**config.mk**
```make
export PLATFORM = sky130hd
export DESIGN_NAME = dlg_div_step
export DESIGN_NICKNAME = d
export VERILOG_FILES = /design/src/design/dlg_pkg.sv /design/src/design/dlg_div_step.sv
export SDC_FILE = /design/constraint.sdc
export NUM_CORES = 1
export LEC_CHECK = 0
export BUFFER_PORTS_ARGS = -buffer_cell sky130_fd_sc_hd__buf_4
export CAP_MARGIN = 20
export CELL_PAD_IN_SITES_DETAIL_PLACEMENT = 1
export CELL_PAD_IN_SITES_GLOBAL_PLACEMENT = 1
export CORE_ASPECT_RATIO = 0.75
export CORE_MARGIN = 2
export CORE_UTILIZATION = 45
export DETAILED_ROUTE_END_ITERATION = 8
export HOLD_SLACK_MARGIN = 0.05
export MAX_ROUTING_LAYER = met4
export PLACE_DENSITY = 0.95
export SLEW_MARGIN = 20
export SYNTH_ARGS = -nofsm -noshare
export SYNTH_HDL_FRONTEND = slang
export SYNTH_SLANG_ARGS = --single-unit
```
**constraint.sdc**
```tcl
create_clock -name clock -period 10.9 [get_ports clock]
set_input_delay 1.09 -clock clock [delete_from_list [all_inputs] [get_ports clock]]
set_output_delay 1.09 -clock clock [all_outputs]
set_load 0.05 [all_outputs]
```
**src/design/dlg_pkg.sv**
```systemverilog
// ----------------------------------------------------------------------------
// dlg_pkg: shared types and constants for depth linearization to gray
// Field widths, datapath widths and the control word passed down the pipe.
// ----------------------------------------------------------------------------
package dlg_pkg;

   localparam int DEPTH_BITS = 24;
   localparam int SAMPLE_W   = 24;
   localparam int PLANE_W    = 32;
   localparam int GRAY_W     = 8;
   localparam int BIT_IDX_W  = $clog2(GRAY_W);

   localparam int A_W     = PLANE_W + DEPTH_BITS;
   localparam int A_LO_W  = A_W / 2;
   localparam int A_HI_W  = A_W - A_LO_W;
   localparam int NF_W    = 2 * PLANE_W;
   localparam int NF255_W = NF_W + GRAY_W;
   localparam int DEN_W   = A_W + PLANE_W;
   localparam int NUM_W   = NF255_W + DEPTH_BITS;

   localparam logic [DEPTH_BITS:0] DEPTH_ONE = {1'b1, {DEPTH_BITS{1'b0}}};
   localparam logic [GRAY_W-1:0]   GRAY_MAX  = {GRAY_W{1'b1}};
   localparam logic [GRAY_W-1:0]   GRAY_MIN  = '0;

   localparam logic REG_NEAR_PLANE = 1'b0;
   localparam logic REG_FAR_PLANE  = 1'b1;

   typedef struct packed {
      logic              valid;
      logic              dis;    // linearization off, pass raw depth
      logic              eq;     // near equals far
      logic              neg;    // near beyond far
      logic              big;    // quotient reaches 256 or more
      logic [GRAY_W-1:0] raw;    // raw depth scaled to gray
   } ctl_type;

endpackage

```
**src/design/dlg_div_step.sv**
```systemverilog
// ----------------------------------------------------------------------------
// dlg_div_step: one restoring division stage
// Resolves one quotient bit against the divisor shifted by bit_idx.
// ----------------------------------------------------------------------------
module dlg_div_step (
   input  logic                           clock,
   input  logic                           reset,
   input  logic                           advance,
   input  logic [dlg_pkg::BIT_IDX_W-1:0]  bit_idx,
   input  dlg_pkg::ctl_type               ctl_i,
   input  logic [dlg_pkg::NUM_W-1:0]      rem_i,
   input  logic [dlg_pkg::DEN_W-1:0]      den_i,
   input  logic [dlg_pkg::GRAY_W-1:0]     quo_i,
   output dlg_pkg::ctl_type               ctl_o,
   output logic [dlg_pkg::NUM_W-1:0]      rem_o,
   output logic [dlg_pkg::DEN_W-1:0]      den_o,
   output logic [dlg_pkg::GRAY_W-1:0]     quo_o
);
   import dlg_pkg::*;

   logic [NUM_W-1:0]  sd;
   logic              ge;
   ctl_type           ctl_ff;
   logic [NUM_W-1:0]  rem_ff, rem_in;
   logic [DEN_W-1:0]  den_ff;
   logic [GRAY_W-1:0] quo_ff, quo_in;

   assign sd     = NUM_W'(den_i) << bit_idx;
   assign ge     = (rem_i >= sd);
   assign rem_in = ge ? (rem_i - sd) : rem_i;
   assign quo_in = quo_i | (GRAY_W'(ge) << bit_idx);

   always_ff @(posedge clock) begin
      if (reset) begin
         ctl_ff <= '0;
      end else if (advance) begin
         ctl_ff <= ctl_i;
      end
   end

   always_ff @(posedge clock) begin
      if (advance) begin
         rem_ff <= rem_in;
         den_ff <= den_i;
         quo_ff <= quo_in;
      end
   end

   assign ctl_o = ctl_ff;
   assign rem_o = rem_ff;
   assign den_o = den_ff;
   assign quo_o = quo_ff;

endmodule

```
==> After elaboration in Yosys (flattened, before gate mapping) <==
Cells that the tools add are included.
{ "totals": {"in_bits": 211, "ff_bits": 205, "mem_bits_rw": 0, "romBits": 0, "word_cells": 15, "latch_bits": 0, "mem_count": 0} }
{ "classes": {"multipliers": 0, "mux": 1, "div_mod_pow": 0, "reduce_logical": 0, "n_bitwise": 1, "n_addsub": 1, "n_lt_le_gt_ge": 1, "n_shift": 2, "n_eq_ne": 0} }
{ "ops": {"columns": ["cell", "count"], "rows": [
  ["96-bit greater-or-equal comparator", 1],
  ["96-bit two-way mux", 1],
  ["88-bit by 3-bit << shifter with 96-bit output", 1],
  ["96-bit subtractor", 1],
  ["8-bit bitwise OR", 1],
  ["1-bit by 3-bit << shifter with 8-bit output", 1]
]} }

==> Logic depth before layout (Yosys ltp) <==
{ "logic_depth": {"depth_word": 4, "depth_mapped": 20, "mapped_depth_nobuf": 16} }

==> Least setup slack after synthesis <==
Ideal clock, no wire load.
{ "synth_timing": {"path_type": "input -> register", "from": "input port bit_idx[0] in the netlist's numbering", "to": "register rem_ff[84] (netlist: rem_o[84]) (data pin)", "path_buffers": 3, "t_arrival_ps": 4949, "slack_ps": 5689, "path_stages": 16, "cell_sequence": "clkbuf_1 buf_1 mux4_2 mux2i_1 ha_1 buf_2 a21oi_1 o21ai_0 a211oi_1 o31ai_1 a21oi_2 o21bai_2 a2111o_1 a31o_1 a211oi_1 o31ai_1"} }
{ "synth_between": {"elab_chain_len": 3, "elab_cells_between_ends": 4, "cone_classes": "add/sub (1); order compare (1); shift (1); mux (1)"} }
{ "synth_rtl": {"columns": ["item", "line_no", "rtl"], "rows": [
  ["from (decl)", "dlg_div_step.sv:9", "input logic [dlg_pkg::BIT_IDX_W-1:0] bit_idx,"],
  ["88-bit by 3-bit << shifter with 96-bit output *", "dlg_div_step.sv:28", "assign sd = NUM_W'(den_i) << bit_idx;"],
  ["96-bit subtractor / 96-bit greater-or-equal comparator (equally long branches)", "dlg_div_step.sv:30, dlg_div_step.sv:29", null],
  ["96-bit two-way mux *", "dlg_div_step.sv:30", "assign rem_in = ge ? (rem_i - sd) : rem_i;"],
  ["named net rem_in[84]", "dlg_div_step.sv:24", "logic [NUM_W-1:0] rem_ff, rem_in;"],
  ["to (signal assigned)", "dlg_div_step.sv:43", "rem_ff <= rem_in;"],
  ["to (decl)", "dlg_div_step.sv:24", null]
]} }
Mark *: on every way through the listed nets, which the timed path passes. The rest lies on a longest branch.
A chain may end at the register's enable or synchronous reset.

==> Final worst setup path <==
{ "layout_timing": {"from": "input port bit_idx[0] in the netlist's numbering", "to": "register rem_ff[44] (netlist: rem_o[44]) (data pin)"} }
The elaborated chain is that of the path after synthesis.

==> metrics.txt <==
CP Capture Type flop; post-synth top area share 34.6%; cts hold-fix bufs 0; register area 6030 µm²; Peak supply drop 0.107 mV; final worst path period share 61.5%; final hold vios 0; DRC Markers 0; H-tree depth 1; buffer type at the clock tree root clkbuf_16; share of cells above drive strength 1 28.4%; pin count of the biggest net entering global routing 85; Non-Filler Instances 2546; post-synthesis register bit count 205; final instance area between 20000 and 25000 µm²; Yosys cell types just over 90; Clock Tree Buf Depth 3; placed insts 2501; setup_tns 0 ns; core area between 30000 and 40000 µm²; die width 226 µm; HP Class flop to flop; clk_lat worst skew between 0.5 and 0.6 ns; synthesized area 16700 µm²; Syn Nets a little under 2000; Congestion Overflow GR 0; ys async rst share 0%; run status finished, final reports clean; die height 171 µm; WHS 0.513 ns; WL/cell 26.7 µm; RSZ-0062 raised after global routing false; PwrDens 175 nW/µm²; slew at the pin closest to its max-slew limit 1.31 ns; vias roughly 16000; Final #Nets 2330; CP max FO 74; R2R Setup Slk 10.21 ns; Slew Limit Fails 0; row cnt between 60 and 70; Routed WL 68100 µm; fmax approximately 150 MHz; via density per instance 6.45; Synth Instances between 1500 and 2000; initial core utilization 45.3%; initial DRC count 1547; Final Critical Period 6.70 ns; initial antenna violation count 2; WS Path Type primary input to flop; area leader, netlist edfxtp_1; sequential element share of the synthesized area between 30% and 40%; Antenna Nets Post-Route 0; Area after DPL 20100 µm²; Setup-failing EPs final 0; CTS clock-pin slew for the worst setup and hold paths roughly 0.070 ns; commonest cells after routing, fill and taps aside buf_4, edfxtp_1, nand2_1; clock tree sinks 205; commonest non-fill, non-tap cell in the layout buf_4; Ports 416; CTS Buf Count 23; multi-input logic area 10100 µm²; post-route worst setup slack around 4.2 ns; Final Skew 0 ns; Total GRT Usage 34.9%; port bufs 415; top cells by area, synth edfxtp_1, mux4_2, ha_1; Post-synth EDFFs 192; main flop type after synthesis edfxtp_1; crit path DAT 6.93 ns; Synth warnings 0; Syn Area/Cell 9.99 µm²; Die Area just under 40000 µm²; TritonCTS clock tree built; vias in the first global route 16617; # resized after CTS 0; Post CTS Setup Buffer Count 0; max_slew headroom around an eighth; Worst EP required around 11 ns; crit path launch type primary input; Final Util 56.7%; final RePlAce weighted congestion 0.964; first-pass detailed-route iteration total 5; dpl ws 3.48 ns; Syn-to-layout area delta 25.0%; DP Wirelength 53700 µm; Final Power 3.64 mW; fillcell total 4137; Max-Cap Viols 0; Leak Pwr 8.49 nW; first-pass GRT wire length 100000 µm
==> registers in the layout, indices dropped and copies added, names as in the netlist <==
| register | cells |
|---|---|
| quo_o | 8 |
| den_o | 88 |
| rem_o | 96 |
| ctl_o | 13 |
==> cell usage after synthesis, drive strengths merged (11+ instances only) <==
| master | number |
|---|---|
| nand2 | 194 |
| edfxtp | 192 |
| o21ai | 163 |
| a21oi | 162 |
| mux2i | 105 |
| nor2 | 97 |
| ha | 95 |
| mux4 | 75 |
| buf | 53 |
| xnor2 | 48 |
| nand4 | 46 |
| clkbuf | 41 |
| inv | 40 |
| a21o | 37 |
| xor2 | 36 |
| o21bai | 29 |
| nor3 | 22 |
| a211oi | 20 |
| nand2b | 16 |
| o21a | 15 |
| nand3 | 14 |
| dfxtp | 13 |
| o31ai | 12 |
| a31oi | 11 |
| and3 | 11 |
| mux2 | 11 |
==> worst paths after layout <==
path	from	to	cells past startpoint
max reg2reg	ctl_o[1]$_SDFFE_PP0P_	ctl_o[1]$_SDFFE_PP0P_	2
max	bit_idx[0]	rem_o[44]$_DFFE_PP_	17
min reg2reg	ctl_o[0]$_SDFFE_PP0P_	ctl_o[0]$_SDFFE_PP0P_	2
min	ctl_o[0]$_SDFFE_PP0P_	ctl_o[0]$_SDFFE_PP0P_	2
==> cells by family after synthesis <==
kind of cell | after synthesis | share of synthesized area (%)
muxes | 191 | 17.2
AOI/OAI and AO/OA | 509 | 18.8
buffers and inverters | 134 | 3.35
adders and majority gates | 96 | 7.25
xor gates and xnor gates | 84 | 4.41
DFF | 205 | 36.1
and+or+nand+nor | 450 | 12.9
==> final cells by class <==
type | instances | share of cell area (%)
multi-input combinational | 1330 | 48.5
timing repair buffer | 423 | 15.4
inverter | 40 | 0.720
clock inverter | 10 | 0.480
clock buffer | 32 | 3.02
sequential | 205 | 28.9
tap | 504 | 3.02
antenna | 2 | 0.0240
==> worst max-delay path, cell delays in order <==
cell	delay, ns
buf_6	0.40
buf_4	0.82
mux2_2	0.44
nor2_1	0.10
a21oi_1	0.09
mux2i_1	0.28
ha_1	0.35
a211oi_1	0.25
o21bai_1	0.16
o21ai_1	0.23
nand3_1	0.25
o21ai_0	0.39
a21oi_2	0.13
o21ai_4	0.51
buf_16	0.23
buf_4	0.59
o21ai_0	0.38
==> per-layer routing <==
| metal | GRT usage (%) | vias to the layer above | routed length [µm] |
|---|---|---|---|
| met5 | - | - | 0 |
| met4 | 10.4 | 0 | 2260 |
| met3 | 6.41 | 146 | 5890 |
| met2 | 55.0 | 935 | 31600 |
| met1 | 45.9 | 8252 | 28300 |
| li1 | - | 7094 | - |
==> power breakdown <==
part,switching [mW],internal [mW],total [mW]
logic,1.20,0.573,1.78
registers,0.0476,1.02,1.07
clock network,0.342,0.449,0.791
total,1.59,2.05,3.64
Power figures use the tool's default switching activity.
